==> config.mk <==
export PLATFORM = sky130hd
export DESIGN_NAME = pulse_period_tachometer_core
export DESIGN_NICKNAME = d
export VERILOG_FILES = /design/src/hw/rtl/ppt_pkg.sv /design/src/hw/rtl/pulse_period_tachometer_core.sv /design/src/hw/rtl/ppt_div.sv
export SDC_FILE = /design/constraint.sdc
export NUM_CORES = 1
export LEC_CHECK = 0
export BUFFER_PORTS_ARGS = -buffer_cell sky130_fd_sc_hd__buf_4
export CAP_MARGIN = 20
export CORE_MARGIN = 2
export CORE_UTILIZATION = 25
export CTS_CLUSTER_SIZE = 28
export DETAILED_ROUTE_END_ITERATION = 8
export PLACE_DENSITY = 0.48
export SETUP_SLACK_MARGIN = 0.02
export SLEW_MARGIN = 25
export SYNTH_ARGS = -nofsm -noshare
export SYNTH_HDL_FRONTEND = slang
export SYNTH_SLANG_ARGS = --single-unit
==> constraint.sdc <==
create_clock -name clock -period 6.3 [get_ports clock]
set_clock_uncertainty 0.15 [all_clocks]
set_input_delay 0.315 -clock clock [delete_from_list [all_inputs] [get_ports clock]]
set_output_delay 0.315 -clock clock [all_outputs]
set_load 0.05 [all_outputs]
==> src/hw/rtl/ppt_pkg.sv <==
// ----------------------------------------------------------------------------
// ppt_pkg: shared types and constants of the pulse period tachometer
// Sequencer states, field widths and the fixed arithmetic constants.
// ----------------------------------------------------------------------------
`default_nettype none

package ppt_pkg;

   localparam int unsigned TIME_BITS_DEF = 48;

   localparam int unsigned CNT_W    = 14;  // edge count per sample
   localparam int unsigned EPR_W    = 12;  // edges per revolution register
   localparam int unsigned RPM_W    = 14;  // speed result
   localparam int unsigned PERIOD_W = 26;  // a period of at most one minute in us
   localparam int unsigned PROD_W   = PERIOD_W + EPR_W;
   localparam int unsigned DVS_W    = (PROD_W > CNT_W) ? PROD_W : CNT_W;

   localparam logic [PERIOD_W-1:0] US_PER_MINUTE = PERIOD_W'(60000000);
   localparam logic [RPM_W-1:0]    MAX_RPM       = RPM_W'(10000);
   localparam logic [EPR_W-1:0]    EPR_RESET     = EPR_W'(120);

   typedef enum logic [2:0] {
      ST_IDLE,
      ST_DIV_PERIOD,
      ST_MUL,
      ST_PROD,
      ST_DIV_RPM,
      ST_OUT
   } state_type;

endpackage : ppt_pkg

`default_nettype wire

==> src/hw/rtl/pulse_period_tachometer_core.sv <==
// ----------------------------------------------------------------------------
// pulse_period_tachometer_core: shaft speed from timestamped edge counts
// Per request: period = elapsed / edges, rpm = 60e6 / (period * edges_per_rev).
// ----------------------------------------------------------------------------
// A request with edges runs through ST_DIV_PERIOD, ST_MUL, ST_PROD, ST_DIV_RPM and
// ST_OUT, and the next request is taken only back in ST_IDLE:
// one shared restoring divider produces one quotient bit per cycle and runs twice,
// first for the mean period per edge and then for the speed, with a registered
// period * edges_per_rev multiply in between. A request with zero edges skips both
// divisions and goes straight to ST_OUT. A period beyond one minute or a zero
// product skips only the second division. The result sits in an output register,
// so a new request is taken while it waits; a second finished result holds the
// input until the first is accepted. The edges_per_rev register is written
// through the csr channel, which is always ready.
`default_nettype none

module pulse_period_tachometer_core
   import ppt_pkg::*;
#(
   parameter int unsigned TIME_BITS = TIME_BITS_DEF
) (
   input  wire logic                 clock,
   input  wire logic                 reset,

   input  wire logic                 req_valid,
   output logic                      req_ready,
   input  wire logic [TIME_BITS-1:0] req_now_us,
   input  wire logic [CNT_W-1:0]     req_pulse_count,

   output logic                      rsp_valid,
   input  wire logic                 rsp_ready,
   output logic [RPM_W-1:0]          rsp_rpm,

   input  wire logic                 csr_valid,
   output logic                      csr_ready,
   input  wire logic [EPR_W-1:0]     csr_edges_per_rev
);

   localparam logic [TIME_BITS-1:0] MINUTE_T =
      {{(TIME_BITS - PERIOD_W){1'b0}}, US_PER_MINUTE};

   state_type state_ff, state_in;

   logic [EPR_W-1:0]     epr_ff, epr_in;
   logic [TIME_BITS-1:0] last_ff, last_in;
   logic [PROD_W-1:0]    prod_ff, prod_in;
   logic [RPM_W-1:0]     res_ff, res_in;
   logic [RPM_W-1:0]     rpm_ff, rpm_in;
   logic                 rsp_valid_ff, rsp_valid_in;

   logic                 req_take;
   logic                 res_load;
   logic                 out_load;
   logic                 div_start;
   logic                 div_done;
   logic [TIME_BITS-1:0] div_dividend;
   logic [DVS_W-1:0]     div_divisor;
   logic [TIME_BITS-1:0] div_quo;
   logic [TIME_BITS-1:0] elapsed;

   assign elapsed  = req_now_us - last_ff;
   assign req_take = req_valid & req_ready;

   // the first run divides elapsed time by edges, the second a minute by the product
   assign div_dividend = (state_ff == ST_IDLE) ? elapsed : MINUTE_T;
   assign div_divisor  = (state_ff == ST_IDLE) ? DVS_W'(req_pulse_count)
                                               : DVS_W'(prod_ff);

   ppt_div #(
      .DIVIDEND_W (TIME_BITS),
      .DIVISOR_W  (DVS_W)
   ) u_div (
      .clock    (clock),
      .reset    (reset),
      .start    (div_start),
      .dividend (div_dividend),
      .divisor  (div_divisor),
      .done     (div_done),
      .quotient (div_quo)
   );

   // next state
   always_comb begin
      state_in = state_ff;
      unique case (state_ff)
         ST_IDLE: begin
            if (req_valid) begin
               state_in = (req_pulse_count == '0) ? ST_OUT : ST_DIV_PERIOD;
            end
         end
         ST_DIV_PERIOD: begin
            if (div_done) begin
               state_in = ST_MUL;
            end
         end
         ST_MUL: begin
            state_in = (div_quo > MINUTE_T) ? ST_OUT : ST_PROD;
         end
         ST_PROD: begin
            state_in = (prod_ff == '0) ? ST_OUT : ST_DIV_RPM;
         end
         ST_DIV_RPM: begin
            if (div_done) begin
               state_in = ST_OUT;
            end
         end
         ST_OUT: begin
            if (!rsp_valid_ff || rsp_ready) begin
               state_in = ST_IDLE;
            end
         end
         default: state_in = ST_IDLE;
      endcase
   end

   // outputs of the sequencer
   always_comb begin
      req_ready = 1'b0;
      div_start = 1'b0;
      res_load  = 1'b0;
      res_in    = res_ff;
      out_load  = 1'b0;
      unique case (state_ff)
         ST_IDLE: begin
            req_ready = 1'b1;
            div_start = req_valid && (req_pulse_count != '0);
            res_load  = 1'b1;
            res_in    = '0;
         end
         ST_DIV_PERIOD: begin
         end
         ST_MUL: begin
            // period longer than a minute: drop to zero unless the divisor is zero
            res_load = 1'b1;
            res_in   = (epr_ff == '0) ? MAX_RPM : '0;
         end
         ST_PROD: begin
            div_start = (prod_ff != '0);
            res_load  = 1'b1;
            res_in    = MAX_RPM;
         end
         ST_DIV_RPM: begin
            res_load = div_done;
            res_in   = (div_quo > TIME_BITS'(MAX_RPM)) ? MAX_RPM : div_quo[RPM_W-1:0];
         end
         ST_OUT: begin
            out_load = !rsp_valid_ff || rsp_ready;
         end
         default: begin
         end
      endcase
   end

   always_comb begin
      epr_in       = (csr_valid && csr_ready) ? csr_edges_per_rev : epr_ff;
      last_in      = req_take ? req_now_us : last_ff;
      prod_in      = PROD_W'(div_quo[PERIOD_W-1:0]) * PROD_W'(epr_ff);
      rpm_in       = out_load ? res_ff : rpm_ff;
      rsp_valid_in = out_load | (rsp_valid_ff & ~rsp_ready);
   end

   always_ff @(posedge clock) begin
      if (reset) begin
         state_ff     <= ST_IDLE;
         epr_ff       <= EPR_RESET;
         last_ff      <= '0;
         rsp_valid_ff <= 1'b0;
      end else begin
         state_ff     <= state_in;
         epr_ff       <= epr_in;
         last_ff      <= last_in;
         rsp_valid_ff <= rsp_valid_in;
      end
   end

   always_ff @(posedge clock) begin
      if (state_ff == ST_MUL) begin
         prod_ff <= prod_in;
      end
      if (res_load) begin
         res_ff <= res_in;
      end
      rpm_ff <= rpm_in;
   end

   assign csr_ready = 1'b1;
   assign rsp_valid = rsp_valid_ff;
   assign rsp_rpm   = rpm_ff;

   a_rpm_bounded: assert property (@(posedge clock) disable iff (reset)
      rsp_valid_ff |-> (rpm_ff <= MAX_RPM))
      else $error("rpm above saturation limit");

   a_done_in_div_state: assert property (@(posedge clock) disable iff (reset)
      div_done |-> (state_ff == ST_DIV_PERIOD || state_ff == ST_DIV_RPM))
      else $error("divider finished outside a divide state");

   a_busy_after_take: assert property (@(posedge clock) disable iff (reset)
      req_take |=> !req_ready)
      else $error("request taken twice back to back");

endmodule : pulse_period_tachometer_core

`default_nettype wire

==> src/hw/rtl/ppt_div.sv <==
// ----------------------------------------------------------------------------
// ppt_div: shared restoring divider
// One quotient bit per cycle from start to done.
// ----------------------------------------------------------------------------
`default_nettype none

module ppt_div
   import ppt_pkg::*;
#(
   parameter int unsigned DIVIDEND_W = TIME_BITS_DEF,
   parameter int unsigned DIVISOR_W  = DVS_W
) (
   input  wire logic                  clock,
   input  wire logic                  reset,
   input  wire logic                  start,
   input  wire logic [DIVIDEND_W-1:0] dividend,
   input  wire logic [DIVISOR_W-1:0]  divisor,
   output logic                       done,
   output logic [DIVIDEND_W-1:0]      quotient
);

   localparam int unsigned CNT_BITS = $clog2(DIVIDEND_W);
   localparam logic [CNT_BITS-1:0] LAST_STEP = CNT_BITS'(DIVIDEND_W - 1);

   logic                  busy_ff, busy_in;
   logic                  done_ff, done_in;
   logic [CNT_BITS-1:0]   cnt_ff, cnt_in;
   logic [DIVISOR_W-1:0]  rem_ff, rem_in;
   logic [DIVIDEND_W-1:0] quo_ff, quo_in;
   logic [DIVISOR_W-1:0]  dvs_ff, dvs_in;

   logic [DIVISOR_W:0] shifted;
   logic [DIVISOR_W:0] diff;
   logic               fits;

   assign shifted = {rem_ff, quo_ff[DIVIDEND_W-1]};
   assign diff    = shifted - {1'b0, dvs_ff};
   assign fits    = ~diff[DIVISOR_W];

   always_comb begin
      busy_in = busy_ff;
      done_in = 1'b0;
      cnt_in  = cnt_ff;
      rem_in  = rem_ff;
      quo_in  = quo_ff;
      dvs_in  = dvs_ff;
      if (start) begin
         busy_in = 1'b1;
         cnt_in  = '0;
         rem_in  = '0;
         quo_in  = dividend;
         dvs_in  = divisor;
      end else if (busy_ff) begin
         // shift one dividend bit into the remainder, subtract if it fits
         rem_in = fits ? diff[DIVISOR_W-1:0] : shifted[DIVISOR_W-1:0];
         quo_in = {quo_ff[DIVIDEND_W-2:0], fits};
         cnt_in = cnt_ff + CNT_BITS'(1);
         if (cnt_ff == LAST_STEP) begin
            busy_in = 1'b0;
            done_in = 1'b1;
         end
      end
   end

   always_ff @(posedge clock) begin
      if (reset) begin
         busy_ff <= 1'b0;
         done_ff <= 1'b0;
         cnt_ff  <= '0;
      end else begin
         busy_ff <= busy_in;
         done_ff <= done_in;
         cnt_ff  <= cnt_in;
      end
   end

   always_ff @(posedge clock) begin
      rem_ff <= rem_in;
      quo_ff <= quo_in;
      dvs_ff <= dvs_in;
   end

   assign done     = done_ff;
   assign quotient = quo_ff;

   a_start_idle: assert property (@(posedge clock) disable iff (reset)
      start |-> !busy_ff)
      else $error("divider started while busy");

   a_done_after_busy: assert property (@(posedge clock) disable iff (reset)
      done_ff |-> ($past(busy_ff) && !busy_ff))
      else $error("divider done without a run");

   a_done_pulse: assert property (@(posedge clock) disable iff (reset)
      done_ff |=> !done_ff)
      else $error("divider done held longer than one cycle");

endmodule : ppt_div

`default_nettype wire

After elaboration in Yosys (flattened, before gate mapping)
Cells that the tools add are included.
{"block": "totals", "wordCells": 76, "in_bits": 79, "ff_bits": 262}
{"block": "classes", "n_eq_ne": 10, "n_reduce_logical": 16, "bitwise": 6, "mux": 24, "multipliers": 1, "n_addsub": 3, "magnitude_cmp": 2}
{"cell": "2-to-1 mux 48 bit", "count": 3}
{"cell": "one-hot mux 14 bit (4 select lines)", "count": 1}
{"cell": "> comparator 48 x 14 -> 1 bit (second input constant)", "count": 1}
{"cell": "> comparator 48 x 26 -> 1 bit (second input constant)", "count": 1}
{"cell": "subtractor 48 bit", "count": 1}
{"cell": "2-to-1 mux 14 bit", "count": 3}
{"cell": "subtractor 39 x 38 -> 39 bit", "count": 1}
{"cell": "zero test 38 bit", "count": 1}
{"cell": "multiplier 26 x 12 -> 38 bit", "count": 1}
{"cell": "2-to-1 mux 38 bit", "count": 1}
{"cell": "nonzero test 38 bit", "count": 1}
{"cell": "2-to-1 mux 3 bit", "count": 6}
{"cell": "one-hot mux 3 bit (6 select lines)", "count": 1}
{"cell": "zero test 14 bit", "count": 1}
{"cell": "nonzero test 14 bit", "count": 1}
{"cell": "zero test 12 bit", "count": 1}
{"cell": "2-to-1 mux 1 bit", "count": 7}
{"cell": "adder 6 x 1 -> 6 bit (second input constant)", "count": 1}
{"cell": "== test 3 x 2 -> 1 bit (second input constant)", "count": 2}
{"cell": "== test 3 bit (second input constant)", "count": 2}
{"cell": "== test 6 bit (second input constant)", "count": 1}
{"cell": "OR reduction 3 bit", "count": 2}
{"cell": "inequality test 2 x 1 -> 1 bit (second input constant)", "count": 2}
{"cell": "inequality test 2 bit (second input constant)", "count": 2}
{"cell": "other kinds (14)", "count": 18}

Longest topological paths before layout
{"block": "depth", "depth_word": 4, "depth_mapped": 23, "depth_no_buf": 21}

Cells and area by module
A second synthesis with hierarchy kept.
{"block": "hier_totals", "cells_unflattened": 2892, "hier_area_um2": 25378.1}
{"mod": "pulse_period_tachometer_core", "seq_area_each_um2": 3263.1, "instances": 1, "cells_per_inst": 2172, "area_per_inst_um2": 18039.8}
{"mod": "ppt_div", "seq_area_each_um2": 3503.4, "instances": 1, "cells_per_inst": 720, "area_per_inst_um2": 7338.3}

Worst setup path after synthesis
Ideal clock, no wire load.
{"block": "synth_path", "path_type": "flip-flop to flip-flop", "from": "register epr_ff[8]", "to": "register prod_ff[37] (data pin)", "stages_incl_launch_ff": 22, "required_time_ps": 5890, "slack_ps": 164, "arrival_time_ps": 5726, "setup_ps": 260, "path_cell_list": "dfxtp_1 clkbuf_1 clkbuf_1 nand2_1 fa_1 inv_1 fa_1 fa_1 fa_1 inv_1 fa_1 inv_1 ha_1 and4_1 a221oi_1 a221oi_1 nand4b_1 a31oi_1 o21ai_0 a221o_1 a21oi_1 xnor2_1"}
{"block": "synth_via", "elab_chain_cells": 1}
{"element": "start, declared", "line_no": "pulse_period_tachometer_core.sv:44", "source": "logic [EPR_W-1:0] epr_ff, epr_in;"}
{"element": "start signal, assigned", "line_no": "pulse_period_tachometer_core.sv:170", "source": "epr_ff <= epr_in;"}
{"element": "multiplier 26 x 12 -> 38 bit", "line_no": "pulse_period_tachometer_core.sv:157", "source": "prod_in = PROD_W'(div_quo[PERIOD_W-1:0]) * PROD_W'(epr_ff);"}
{"element": "named net prod_in[37]", "line_no": "pulse_period_tachometer_core.sv:46", "source": "logic [PROD_W-1:0] prod_ff, prod_in;"}
{"element": "end signal, assigned", "line_no": "pulse_period_tachometer_core.sv:178", "source": "prod_ff <= prod_in;"}
{"element": "end, declared", "line_no": "pulse_period_tachometer_core.sv:46"}
The timed path passes the listed nets, and every way through them passes these cells.
A chain may end at the register's enable or synchronous reset.

Final worst setup path
Ends and elaborated chain as after synthesis.

==> summary.md <==
| Metric | Value |
|---|---|
| Outcome | completed |
| Cell area after synthesis | 24900 sq um |
| Vias per cell | 4.64 |
| Antenna Violating Nets Remaining | 0 |
| Initial Util | 25.3% |
| Worst-path clk slew | 60 ps |
| Startpoint Class | flop |
| Hold slack final | 88.4 ps |
| Layout cells sized above 1 | 11.0% |
| Global-route wire length before repair | 112000 um |
| Die area | 102000 sq um |
| Die Y | 319 um |
| Die X | 319 um |
| Grt ovf | 0 |
| Synthesized Nets | 3302 |
| Hpwl dp | 55000 um |
| Flops & latches, synth | 262 |
| Final hold vios | 0 |
| RSZ-0062 raised after global routing | no |
| Core Rows | 115 |
| Drt wl/cell | 17.1 um |
| Final nets | 3484 |
| Syn avg cell area | 8.82 sq um |
| Number of clock sinks | 262 |
| Final Cell Area | 29800 sq um |
| DRC | 0 |
| Number of flops mapped to enable cells by yosys | 152 |
| Area grow syn2layout | 19.9% |
| Peak fanout along the critical path | 7 |
| Initial antenna violation count | 0 |
| Ys Warns | 0 |
| GRT Util Overall | 13.8% |
| Diodes inserted | 0 |
| Async SR Flop Fraction | 0% |
| CP Data Required Time | 6430 ps |
| Most used cell, CP | fa_1 |
| Period utilization | 96.3% |
| CP delay by family, top | adder cells |
| Drt pass-1 iters | 5 |
| Core area | 98400 sq um |
| Synth cell types | 82 |
| Max Slew Vio Count | 0 |
| Clock Path Buffers | 3 |
| Most common cell after layout, fill and taps aside | nand2_1 |
| Sequential share of the synthesized area | 27.2% |
| Setup violations, final | 0 |
| Most used DFF post-synth | edfxtp_1 |
| WL final | 73900 um |
| Buf/Inv on CP | 5 |
| Most frequent cells in the layout | 490 x nand2_1, 372 x inv_1, 241 x fa_1 |
| Worst Setup Path Type | flop to flop |
| RR Startpoint | epr_ff[8] |
| Peak Freq | 0.165 GHz |
| CTS Buf Count | 36 |
| Slowest stage delay, CP | 540 ps |
| Num ports | 96 |
| CP max-delay cell | fa_1 |
| Via count | 20.0k |
| Max-cap viol count | 0 |
| CTS tree | built |
| Crit. Startpoint | epr_ff[8] |
| CP cell instances | buf_12 > nand2_1 > fa_1 > inv_1 > fa_1 > fa_1 > fa_1 > inv_1 > fa_1 > inv_1 > ha_1 > buf_4 > nand4_1 > nor3_1 > a32oi_2 > nand4b_1 > a31oi_2 > o21ai_2 > a221o_1 > a21oi_2 > xnor2_1 |
| Worst r2r dst | prod_ff[37] |
| GPL Wtd Cong | 0.858 |
| Largest net degree at the start of global routing | 74 |
| Period minus WS final | 6070 ps |
| Slew headroom | 35.3% |
| Vias in the first global route | 19.6k |
| Slew of the pin with the lowest slew margin | 966 ps |
| Hold crit path type | input pin to flop |
| Port bufs | 94 |
| H-tree lvl count | 2 |
| Critical Path AT | 6200 ps |
| Initial drt markers | 1156 |
| Placed cell area | 27300 sq um |
| Post-Synthesis Cells | 2819 |
| Clock root cell | clkbuf_16 |
| Critical Path Sink Type | flop |
| Min-delay src | csr_valid |
| Reg-to-reg slack, setup | 230 ps |
| Clk_lat worst skew | 560 ps |
| Hold endpoint | epr_ff[8] |
| Worst r2r path cells | 21 |
| Finished Core Util | 30.3% |
| WHS Path Cells | 3 |
[Yosys cell counts (10+ instances only)]
| master | number | share of area [%] |
|---|---|---|
| xnor2_1 | 68 | 2.4 |
| nand2b_1 | 13 | 0.33 |
| a31oi_1 | 31 | 0.78 |
| buf_1 | 13 | 0.20 |
| nand3_1 | 26 | 0.52 |
| xor2_1 | 36 | 1.3 |
| ha_1 | 162 | 8.2 |
| edfxtp_1 | 152 | 18 |
| and2_1 | 144 | 3.6 |
| inv_1 | 373 | 5.6 |
| a21o_1 | 70 | 2.1 |
| o22a_1 | 11 | 0.39 |
| o21bai_1 | 16 | 0.48 |
| nor4_1 | 25 | 0.63 |
| o21ai_0 | 110 | 2.2 |
| buf_2 | 10 | 0.20 |
| or3_1 | 16 | 0.40 |
| a211oi_1 | 18 | 0.54 |
| clkbuf_1 | 122 | 1.8 |
| mux2i_1 | 17 | 0.68 |
| a21oi_1 | 174 | 3.5 |
| dfxtp_1 | 110 | 8.9 |
| nand2_1 | 494 | 7.5 |
| nor2_1 | 84 | 1.3 |
| fa_1 | 242 | 19 |
| o31ai_1 | 13 | 0.39 |
| o21a_1 | 17 | 0.51 |
| nor3_1 | 22 | 0.44 |
| nand4_1 | 31 | 0.78 |
| and3_1 | 21 | 0.53 |
| nor2b_1 | 20 | 0.50 |
[per-layer routing]
layer	up-vias	part of all wire [%]	GRT usage, %
li1	9764	-	-
met2	356	44	21.6
met1	9839	49	19.8
met5	-	0	0
met4	0	2.1	3.49
met3	76	4.7	2.30
[cell families (layout without fill, tap and decap cells)]
family | Yosys count | after routing | share of synthesized area (%)
muxes | 21 | 21 | 0.896
xor gates and xnor gates | 104 | 104 | 3.66
other | 1 | 1 | 0.0151
and+or+nand+nor | 937 | 937 | 17.8
adders and majority gates | 404 | 404 | 27.6
buffers and inverters | 525 | 734 | 8.10
AOI/OAI and AO/OA | 565 | 565 | 14.6
DFF | 262 | 262 | 27.2
[repair_timing]
action	in CTS	in global routing
setup buffers	10	28
gates resized for setup	2	38
pin swaps	0	10
hold buffers	75	0
cloned	0	6
hold endpoints to repair	75	0
setup endpoints to repair	4	10
[through the flow]
step                      worst slack [ps]  instances  TNS, ps
after global routing                  20.4       4315        0
after global placement                47.1       4130        0
final                                  231       4315        0
after floorplan                        164       2819        0
after detailed placement             -10.8       4131    -10.8
after CTS                             33.7       4281        0
[sequential cells by signal, summed over array words and instances, names as in the netlist]
name,flops
u_div.rem_ff,38
last_ff,48
u_div.cnt_ff,6
epr_ff,12
res_ff,14
rsp_valid,1
u_div.busy_ff,1
u_div.quotient,48
u_div.done,1
state_ff,3
prod_ff,38
rsp_rpm,14
u_div.dvs_ff,38
[tightest hold or removal path: stages]
cell and delay, ps:
buf_4 210, mux2i_1 150, nor2_1 70
[area by class of cell]
type,instances,area (sq um)
clock buffers,47,993
fillers,10400,68600
well taps,1287,1610
inverters,374,1400
multi-input cells,2032,16200
repair buffers,295,2640
flip-flops and latches,262,6790
clock inverters,18,176
[how the worst max path moves through the flow]
stage                   to  slack [ps]  depth (start not counted)
2_1_floorplan  prod_ff[37]         160                         21
3_3_place_gp   prod_ff[35]          50                         19
3_5_place_dp   prod_ff[37]         -10                         18
4_1_cts        prod_ff[37]          30                         18
5_1_grt        prod_ff[32]          20                         20
6_report       prod_ff[37]         230                         21
Power is not shown: default switching activity piles up to over one toggle a cycle in this logic, so the estimate is an artifact.
